## src/rtl/isort_pkg.sv

```systemverilog
// ----------------------------------------------------------------------------
// isort_pkg: shared types and constants of the integer sort engine
// Data width, default capacity, cell control bundle and sequencer states.
// ----------------------------------------------------------------------------
package isort_pkg;

	// width of one stored integer
	localparam int DATA_W = 32;

	// default number of cells in the sorting chain
	localparam int MAX_VALUES_DEF = 64;

	// control sent from the sequencer to every cell
	typedef struct packed {
		logic insert;
		logic shift;
	} cell_ctl_t;

	// sequencer states
	typedef enum logic {
		ST_LOAD,
		ST_DRAIN
	} state_t;

endpackage

```

## src/rtl/isort_cell.sv

```systemverilog
// ----------------------------------------------------------------------------
// isort_cell: one cell of the sorting chain
// Holds one value; on insert it keeps, takes the new value or takes the left
// neighbor's value so the chain stays ascending; on shift it takes the right.
// ----------------------------------------------------------------------------
module isort_cell (
	input  logic                                clk,
	input  logic                                arst_n,
	input  isort_pkg::cell_ctl_t                ctl,
	input  logic signed [isort_pkg::DATA_W-1:0] new_value,
	input  logic                                left_valid,
	input  logic                                left_gt,
	input  logic signed [isort_pkg::DATA_W-1:0] left_value,
	input  logic                                right_valid,
	input  logic signed [isort_pkg::DATA_W-1:0] right_value,
	output logic                                valid,
	output logic                                gt,
	output logic signed [isort_pkg::DATA_W-1:0] value_out
);
	import isort_pkg::*;

	logic              valid_q;
	logic signed [DATA_W-1:0] value_q;

	// an empty cell counts as larger than any value
	assign gt        = !valid_q || (new_value < value_q);
	assign valid     = valid_q;
	assign value_out = value_q;

	// occupancy flag
	always_ff @(posedge clk or negedge arst_n) begin
		if (!arst_n) begin
			valid_q <= 1'b0;
		end else if (ctl.shift) begin
			valid_q <= right_valid;
		end else if (ctl.insert && gt) begin
			valid_q <= valid_q | left_valid | !left_gt;
		end
	end

	// stored value
	always_ff @(posedge clk) begin
		if (ctl.shift) begin
			value_q <= right_value;
		end else if (ctl.insert && gt) begin
			value_q <= left_gt ? left_value : new_value;
		end
	end

endmodule
```

## config.mk

```make
export PLATFORM = sky130hd
export DESIGN_NAME = isort_cell
export DESIGN_NICKNAME = d
export VERILOG_FILES = /design/src/rtl/isort_pkg.sv /design/src/rtl/isort_cell.sv
export SDC_FILE = /design/constraint.sdc
export NUM_CORES = 1
export LEC_CHECK = 0
export BUFFER_PORTS_ARGS = -buffer_cell sky130_fd_sc_hd__buf_2
export CORE_MARGIN = 2
export CORE_UTILIZATION = 45
export CTS_CLUSTER_SIZE = 20
export DETAILED_ROUTE_END_ITERATION = 7
export PLACE_DENSITY = 0.79
export SLEW_MARGIN = 20
export SYNTH_ARGS = -nofsm -noshare
export SYNTH_HDL_FRONTEND = slang
export SYNTH_SLANG_ARGS = --single-unit
```

## constraint.sdc

```tcl
create_clock -name clk -period 5.3 [get_ports clk]
set_input_delay 1.06 -clock clk [delete_from_list [all_inputs] [get_ports clk]]
set_output_delay 1.06 -clock clk [all_outputs]
set_load 0.01 [all_outputs]
```

# Word-level counts from Yosys, hierarchy flattened
# Cells that the tools add are included.
[word_totals]
regBits = 33
elab_cells = 15
[classes]
order_cmp = 1
muxes = 5
bitwise = 2
reduce_logical = 5
[op_table]
columns = ["operator", "n"]
rows = [
  ["$mux 32", 3],
  ["$lt 32x32->1", 1],
  ["$logic_not 1->1", 2],
  ["$mux 1", 2],
  ["$or 1x1->1", 2],
  ["$reduce_bool 2->1", 1],
  ["$logic_and 1x1->1", 1],
  ["$logic_or 1x1->1", 1],
]

# Longest topological paths before layout
# Gate-level depths: netlist of run 1.
[logic_depth]
word_depth = 5
mapped_depth = 8

# Worst setup path after synthesis of run 1
# Ideal clock, no wire load.
[synth_path]
path_type = "input to register"
from = "in new_value[2] (netlist name)"
to = "reg value_q[0] (netlist: value_out[0]) (enable)"
arrival_ns = 4.456
required_time_ns = 4.839
slack_ns = 0.383
stages = 7
path_cell_list = "ha_1 > a211o_1 > a31oi_1 > o311a_1 > o41ai_2 > and4_2 > nor3_1"
[synth_between]
elab_chain_len = 4
[synth_lines]
columns = ["item", "line_no", "source"]
rows = [
  ["from (decl)", "isort_cell.sv:10", "input logic signed [isort_pkg::DATA_W-1:0] new_value,"],
  ["$lt 32x32->1", "isort_cell.sv:26", "assign gt = !valid_q || (new_value < value_q);"],
  ["$logic_or 1x1->1", "isort_cell.sv:26", ""],
  ["$logic_and 1x1->1", "isort_cell.sv:45", "end else if (ctl.insert && gt) begin"],
  ["$reduce_bool 2->1 (no source line)", "-", ""],
  ["to (signal assigned)", "isort_cell.sv:44", "value_q <= right_value;"],
  ["to (signal assigned)", "isort_cell.sv:46", "value_q <= left_gt ? left_value : new_value;"],
  ["to (decl)", "isort_cell.sv:23", "logic signed [DATA_W-1:0] value_q;"],
]
# Every way passes these cells.
# A chain may end at the register's enable or synchronous reset.

# Worst setup path in the final report of run 1
[layout_path]
from = "in new_value[2] (netlist name)"
to = "out gt"
[layout_between]
elab_chain_len = 2
[layout_lines]
columns = ["item", "line_no", "source"]
rows = [
  ["$lt 32x32->1", "isort_cell.sv:26", ""],
  ["$logic_or 1x1->1", "isort_cell.sv:26", ""],
  ["to (decl)", "isort_cell.sv:17", "output logic gt,"],
]
# Every way passes these cells.

==> summary by stage, run 1 <==
Final layout
In the final design database the tool counted 529 nets. With fillers left out, the area of the finished cells amounts to 3330 µm². In the final layout, the share of cells above drive strength 1 is 0.371. In the final layout, the multi-input gates occupy 1360 µm². After filler insertion, the fill cell instance count of the layout stands at 488. The sequential cells in the finished layout cover a total of 986 µm². The signed area change from the synthesized netlist to the final layout is 33.2%. The repair_antennas step left the layout with diodes totalling 0.

Synthesis
The compound-gate portion of the synthesized area is 0.135. Among all cell types in the netlist, the one instantiated most often is sky130_fd_sc_hd__nand2_1. Of the synthesized area, sequential elements account for 0.394. In the synthesized netlist the dominant register cell turns out to be sky130_fd_sc_hd__edfxtp_1. In this run, synthesis inferred 32 flip-flops with an integrated enable.

Of the total synthesized cell area, the portion taken by AND, OR, NAND and NOR gates is 0.118. The share of synthesized area in the top cell type comes to 0.384. The fraction of the mapped netlist area in adder cells is 0.155.

The gate count after technology mapping is 262. The average size of a mapped cell is 9.56 µm². Of all flip-flops after synthesis, the portion carrying an async set or reset was 0.0303. By area, the combinational part of the netlist is dominated by adder cells. The cell area after synthesis is 2500 µm². sky130_fd_sc_hd__edfxtp_1 takes more of the synthesized area than any other cell. Counting instances in the post-synthesis netlist gives the leading cell types as sky130_fd_sc_hd__nand2_1, sky130_fd_sc_hd__o21ai_0, sky130_fd_sc_hd__edfxtp_1, sky130_fd_sc_hd__inv_1, sky130_fd_sc_hd__mux2i_1.

The number of library cell types mapped by synthesis is 31. The count of warnings emitted by yosys is 0. After synthesis, the share of cell area in mux cells is 0.132. Counting flops and latches in the post-synthesis netlist gives 33. In the post-synthesis netlist, the biggest area contributors are sky130_fd_sc_hd__edfxtp_1, sky130_fd_sc_hd__ha_1, sky130_fd_sc_hd__mux2i_1.

The xor and xnor area share after synthesis is 0. Synthesis produced a netlist with a net count of 396.

Timing
The setup TNS is 0 ps. The transition time at the pin with the least slew margin is 984 ps. The final hold slack is 539 ps. The clock skew is 3.27 ps. The headroom to the max-slew limit is 0.344. The total of endpoints with negative setup slack in the final report is 0. Of the available clock period, the critical path in the final layout requires 0.744. The peak clock frequency supported by timing is 254 MHz. The time the final worst path needs with I/O delays and setup is 3940 ps.

The number of pins with negative max-slew slack in the final report was 0. The count of endpoints failing hold in the final timing report is 0. Setup repair after global routing left no endpoint under its margin. The least setup slack across all paths after layout is 1360 ps.

Clocking
Counting along the longest clock path gives a buffer depth of 2. In this run, post-CTS hold repair placed 0 buffers. The later pin in the worst-skew pair is clocked with a latency of 280 ps.

TritonCTS built the clock tree. In this run the post-CTS setup repair buffer count came out at 0. The TritonCTS sink count is 33. The post-CTS resize count is 0. The count of H-tree levels built during CTS is 2.

Counting the buffers created by CTS gives 5. The buffer type at the clock tree root is sky130_fd_sc_hd__clkbuf_8. The clock input transition at the sequential cells of the worst setup and hold paths is 60 ps.

Routing
The detail route stage leaves a number of antenna-violating nets equal to 0. Across all layers, the routed design uses 2328 vias. The overall routed net length is 6.08 mm.

The routed length per placed instance is 13.0 µm. The number of detailed-route iterations in the first pass is 4. The detailed router's first-iteration violation count is 84. The number of DRC violations after detailed routing is 0. In the routed layout, each cell is associated on average with a via count of 4.97.

Setup path
Walking the worst path, the cells encountered are buf_2, ha_1, a211o_1, a31oi_1, o311a_1, o41ai_2, a31oi_1, mux2_1, buf_2. The data arrival time at the worst-slack endpoint is 2880 ps. In this run the worst setup path begins at new_value[2].

The category of cells accounting for the largest share of critical-path delay is compound AO/OA/AOI/OAI gates. The highest net fanout along the worst path is 2. The worst register-to-register path begins at value_out[31].

For this run, the slowest stage of the critical path takes 330 ps. The type of element capturing the critical path is a primary output. The slowest library cell on the worst path is sky130_fd_sc_hd__mux2_1. The flop-to-flop setup slack is 2330 ps. The number of buffer and inverter instances along the worst setup path is 2. The critical path in this run is classified as in2out.

For the worst setup path, the data required time is 4240 ps. The worst setup path is launched from an input pin.

Floorplanning
The effective utilization at floorplan is 0.460. Row generation in the floorplan step produced 27 rows. In this run the horizontal extent of the chip is 78.6 µm. The area of the die is 6180 µm². In this run the vertical extent of the chip is 78.6 µm. During I/O placement, the number of pins put on the boundary was 137. The area of the core is 5440 µm².

Power and ir drop
The portion of total power attributed to the clock network is 0.228. The switching power is 0.257 mW. IR analysis of the VDD net gives a maximum drop of 0.162 mV. The fraction of power consumed by sequential logic is 0.435.

The internal power consumption is 0.549 mW. Of the total power, the share spent switching nets is 0.319. The total power density per cell area is 242 nW/µm². The analysis attributes to cell leakage a power of 1.76 nW.

The total power after layout is 0.806 mW. The power share of the combinational group is 0.338.

Hold path
The class of the worst hold path is in2async.

Global route
The all-layer global routing usage is 0.198. The total overflow left after global routing is 0. The number of global-route vias before repair was 2176. Entering global routing, the biggest net connects 70 pins. The wire length of the first global-routing pass is 9.56 mm. The initial antenna violation count was 0.

Placed design
Port buffering added 136 buffers. At the end of routability-driven placement, the weighted congestion stood at 0.818. The total placed instance area is 3250 µm². The worst setup slack before clock tree synthesis is 1330 ps. The HPWL after detailed placement is 4.87 mm.

Flow run
The tool flagged a number of max-cap violations equal to 0.

Run status
The run finished with clean final reports.
[logic make-up (layout without fill, tap and decap cells)]
| group | after synthesis | after routing |
|---|---|---|
| AND/OR/NAND/NOR | 62 | 62 |
| AO/OA/AOI/OAI | 60 | 60 |
| buffers and inverters | 43 | 177 |
| multiplexers | 33 | 33 |
| flip-flops | 33 | 33 |
| adder cells (fa/ha/maj) | 31 | 31 |
[cell usage in the layout (no fill, tap or decap), drive strengths merged]
master,instances
nor4b,1
mux2,1
or2b,1
o311a,1
nor4,1
nand4,4
edfxtp,32
a211o,1
o21ai,37
o211ai,1
clkbuf,8
and4,1
nor3,1
a221oi,1
a21o,1
buf,137
and3b,1
inv,32
ha,31
nand2b,2
a211oi,1
mux2i,32
dfrtp,1
nand2,44
nand3,2
o41ai,1
o2bb2ai,1
a31oi,2
a21oi,13
nor2,4
[registers in the layout (all words and copies together), names as in the netlist]
signal     flops
value_out     32
valid          1
[layer usage]
metal  vias up  wire, µm  share of wire  GRT usage
met4         0        89          0.015     0.0684
met1      1037      2670           0.44      0.237
met2        84      2940           0.48      0.344
met3         8       383          0.063     0.0494
li1       1199         -              -          -
met5         -         0              0          0
[final timing paths]
| path | to | cells after the start |
|---|---|---|
| max in group asynchronous | valid | 1 |
| max | gt | 9 |
| max reg2reg | value_out[10] | 9 |
| min | valid | 1 |
| min reg2reg | valid | 2 |
| min in group clk | valid | 2 |
[power by group through the flow]
| stage | Clock, mW | Sequential [mW] | Combinational (mW) |
|---|---|---|---|
| 6_report | 0.184 | 0.350 | 0.272 |
| 5_1_grt | 0.203 | 0.355 | 0.306 |
| 4_1_cts | 0.190 | 0.351 | 0.275 |
| 3_5_place_dp | 0 | 0.356 | 0.273 |
| 3_3_place_gp | 0 | 0.354 | 0.265 |
| 2_1_floorplan | 0 | 0.375 | 0.138 |
[metrics by stage]
| step | util | std cells |
|---|---|---|
| floorplan | - | 262 |
| global placement | 0.598 | 460 |
| detailed placement | 0.598 | 460 |
| CTS | 0.613 | 468 |
| global route | 0.613 | 468 |
| finish | 0.613 | 468 |
[cell type report]
cell class | instances | area share
Timing Repair Buffer | 137 | 0.210
Multi-Input combinational cell | 186 | 0.407
Clock buffer | 8 | 0.0240
Inverter | 32 | 0.0360
Sequential cell | 33 | 0.296
Tap cell | 72 | 0.0270
(Power assumes the default switching activity.)
==> inputs of run 2 (changes only) <==
--- a/config.mk
+++ b/config.mk
@@ -5,12 +5,13 @@
 export SDC_FILE = /design/constraint.sdc
 export NUM_CORES = 1
 export LEC_CHECK = 0
+export ABC_AREA = 1
 export BUFFER_PORTS_ARGS = -buffer_cell sky130_fd_sc_hd__buf_2
 export CORE_MARGIN = 2
-export CORE_UTILIZATION = 45
+export CORE_UTILIZATION = 41
 export CTS_CLUSTER_SIZE = 20
 export DETAILED_ROUTE_END_ITERATION = 7
-export PLACE_DENSITY = 0.79
+export PLACE_DENSITY = 0.76
 export SLEW_MARGIN = 20
 export SYNTH_ARGS = -nofsm -noshare
 export SYNTH_HDL_FRONTEND = slang
==> constraint.sdc (replaced) <==
create_clock -name clk -period 3.3 [get_ports clk]
set_input_delay 0.66 -clock clk [delete_from_list [all_inputs] [get_ports clk]]
set_output_delay 0.66 -clock clk [all_outputs]
set_load 0.01 [all_outputs]
==> run 2 against run 1 <==
Effect of this change:
- utilization decreased by 4.9 points
- sequential share of layout area up 0.13 points
- clock skew up 4.6 ps
- critical endpoint unchanged
- highest routed layer unchanged
==> summary by stage, run 2 <==
Clocking
The tree built by TritonCTS fans out to 33 sinks. The H-tree was split into 2 levels. The later-pin clock latency in the skew report is 280 ps. The clock input transition at the sequential cells of the worst setup and hold paths is 70 ps. TritonCTS built the clock tree. In this run the post-CTS setup repair buffer count came out at 0. The longest clock path from root to sink contains 2 buffers. Gates resized during post-CTS repair numbered 0.

The buffer type at the clock tree root is sky130_fd_sc_hd__clkbuf_8. TritonCTS created 5 clock buffers. Buffers inserted to repair hold after CTS numbered 0.

Final layout
The filler cells instantiated in the layout total 570. The count of antenna diodes in the layout is 0. The leading cell type in the layout, fill and taps excluded is sky130_fd_sc_hd__buf_2.

The library cells used most frequently in the layout, excluding fill and tap cells, are sky130_fd_sc_hd__buf_2, sky130_fd_sc_hd__a21oi_1, sky130_fd_sc_hd__nand2_1, sky130_fd_sc_hd__inv_1, sky130_fd_sc_hd__nor2_1. The register with the most flip-flops in the layout has 32 of them. The count of non-filler cells in the finished layout is 525. The post-route standard cell area excluding fillers is 3320 µm². At the end of the flow the core is filled with cells to 0.564.

The signed area change from the synthesized netlist to the final layout is 33.0%. After the last flow step, the layout net total stands at 583. The fraction of layout cells with a size suffix above 1 is 0.344.

Synthesis
The mux contribution to synthesized area is 0. The synthesized design contains 32 enable-type register cells. The cell with the most instances after synthesis is sky130_fd_sc_hd__a21oi_1.

The async set-reset flop share out of synthesis is 0.0303. The average size of a mapped cell is 7.85 µm². The main combinational cell family by area after synthesis is simple AND/OR/NAND/NOR gates. Yosys printed 0 warnings.

Of the total synthesized cell area, the portion taken by full adders, half adders and majority gates is 0.155. The share of the Yosys chip area taken by registers is 0.395. The number of library cell types mapped by synthesis is 24. The cell area that synthesis handed to floorplanning was 2500 µm². The xor and xnor area share after synthesis is 0. The fraction of post-synthesis cell area in the top cell type by area is 0.385.

Of the total synthesized cell area, the portion taken by AND, OR, NAND and NOR gates is 0.185. The number of synthesized register bits is 33. The cell type contributing the most total cell area after synthesis is sky130_fd_sc_hd__edfxtp_1. For this run, the leading register cell type out of synthesis is sky130_fd_sc_hd__edfxtp_1. The number of nets in the synthesized netlist is 452. Synthesis produced a netlist whose cell count is 318. The compound-gate portion of the synthesized area came to 0.176.

Counting instances in the post-synthesis netlist gives the leading cell types as sky130_fd_sc_hd__a21oi_1, sky130_fd_sc_hd__nand2_1, sky130_fd_sc_hd__inv_1. Sorting the synthesized cells by area gives the leading types as sky130_fd_sc_hd__edfxtp_1, sky130_fd_sc_hd__a21oi_1, sky130_fd_sc_hd__ha_1.

Placed design
After detailed placement, the design holds a cell count of 517. The congestion estimate from routability-driven global placement came to 0.772. The total of buffers placed on input and output ports is 136. Once placement finished, the instance area stood at 3240 µm².

Detailed placement ended at an HPWL of 5.40 mm. The worst setup slack before clock tree synthesis is 511 ps.

Timing
The transition time at the pin with the least slew margin is 682 ps. The count of endpoints failing hold in the final timing report is 0. The setup TNS is 0 ps.

The smallest clock period supported by the final layout is computed as 2720 ps. Setup repair after global routing left no endpoint under its margin. In the post-route analysis, the smallest setup slack over all paths is 578 ps. On the final layout, the worst hold slack is 141 ps. The headroom to the max-slew limit is 0.545.

The number of pins with negative max-slew slack in the final report was 0. Setup violations remaining at the end of the flow were counted as 0. The clock arrives with 7.85 ps of skew. The final period utilization is 0.825. Derived from the worst setup path, the maximum achievable clock frequency is 367 MHz.

Routing
The routed length per placed instance is 13.3 µm. In the routed design, unresolved DRC markers number 0. The sum of met2 wire segment lengths after detailed routing is 3.50 mm. The detailed router's first-iteration violation count is 95. The via count of the routed design is 2606.

Once detail routing completed, the nets flagged for antenna violations numbered 0. The number of vias per cell after detailed routing is 4.96. For this run, the detailed router's first-pass iteration total came to 4. The overall routed net length is 6.96 mm. Summed over all nets, wire length on met3 after detailed routing comes to 442 µm. The highest layer used for signal routing is met4. For this block, wires on met1 add up to 3.00 mm.

Setup path
The critical path contains buffers and inverters numbering 2 combined. The delay of the slowest critical-path stage is 310 ps. The required time at the endpoint of the critical path is 2640 ps. The highest net fanout along the worst path is 2.

Among all stages on the critical path, the largest delay is contributed by sky130_fd_sc_hd__ha_1. The data arrival time at the worst-slack endpoint is 2060 ps. The critical path depth in cells is 11. Traced cell by cell, the critical path runs through buf_2, ha_1, a21oi_1, o21ai_0, a21oi_1, nand2_1, nand2_1, nand2_1, nand2_1, nand3_2, buf_2.

The most frequent cell on the critical path is sky130_fd_sc_hd__nand2_1. The worst setup path is launched from an input pin. The critical path is of the in2out type. STA classifies the critical path endpoint as a primary output. The worst-case reg-to-reg path depth is 12.

The category of cells accounting for the largest share of critical-path delay is compound AO/OA/AOI/OAI gates.

Global route
The number of global-route vias before repair was 2595. The initial antenna violation count was 0. The wire length of the first global-routing pass is 11.1 mm. The pin count of the biggest net entering global routing is 35. The total overflow left after global routing is 0.

The all-layer global routing usage is 0.216.

Floorplanning
The floorplan step defined a die boundary enclosing 6730 µm². In this run the horizontal extent of the chip is 82.0 µm. The floorplan has 28 rows. The top-level port count is 137. In this run the vertical extent of the chip is 82.0 µm. The initial utilization of the core area, before any placement, comes to 0.424.

The area of the core is 5890 µm².

Power and ir drop
For this design the static power due to leakage is 1.76 nW. Power comes to 1.24 mW. In this run the power density over the cells is 373 nW/µm². IR analysis of the VDD net gives a maximum drop of 0.179 mV.

Run status
The run finished with clean final reports.

Hold path
The path class of the tightest hold or removal check is in2async.

Flow run
Across the run, the number of max-cap violations was 0.
-- run 2: cell count changes in the layout (fill, tap and decap cells not counted), moves of 5 or more --
cell,before,now
sky130_fd_sc_hd__inv_1,32,37
sky130_fd_sc_hd__nand2_1,44,62
sky130_fd_sc_hd__o21ai_0,37,2
sky130_fd_sc_hd__mux2i_1,32,0
sky130_fd_sc_hd__nor2_1,4,36
sky130_fd_sc_hd__a21oi_1,13,80
-- run 2: path summary, 6_finish.rpt --
path	startpoint	endpoint	slack (ps)
max in group asynchronous	arst_n	valid	3080
min	arst_n	valid	140
min in group clk	valid	valid	600
max	new_value[11]	gt	580
min reg2reg	valid	valid	600
max reg2reg	value_out[11]	value_out[12]	940
-- run 2: logic make-up (layout without fill, tap and decap cells) --
group / count (synthesis) / after routing
AOI/OAI and AO/OA: 87 / 87
adders and majority gates: 31 / 31
buffers and inverters: 55 / 187
DFF: 33 / 33
and+or+nand+nor: 112 / 112
-- run 2: per-layer routing --
metal | track usage | vias to the layer above
li1 | - | 1331
met1 | 0.247 | 1175
met2 | 0.411 | 98
met3 | 0.0429 | 2
met4 | 0.0500 | 0
met5 | 0 | -
-- run 2: where the power goes --
part / internal [mW] / switching, mW / total [mW]
clock network: 0.142 / 0.148 / 0.290
logic: 0.172 / 0.231 / 0.403
registers: 0.522 / 0.0252 / 0.547
-- run 2: cell type report --
| type | instances | area (µm²) | area share |
|---|---|---|---|
| Clock inverter | 3 | 12.5 | 0.00377 |
| Timing Repair Buffer | 138 | 708 | 0.213 |
| Sequential cell | 33 | 986 | 0.297 |
| Inverter | 41 | 159 | 0.0479 |
| Clock buffer | 5 | 68.8 | 0.0207 |
| Multi-Input combinational cell | 230 | 1290 | 0.389 |
| Tap cell | 75 | 93.8 | 0.0283 |
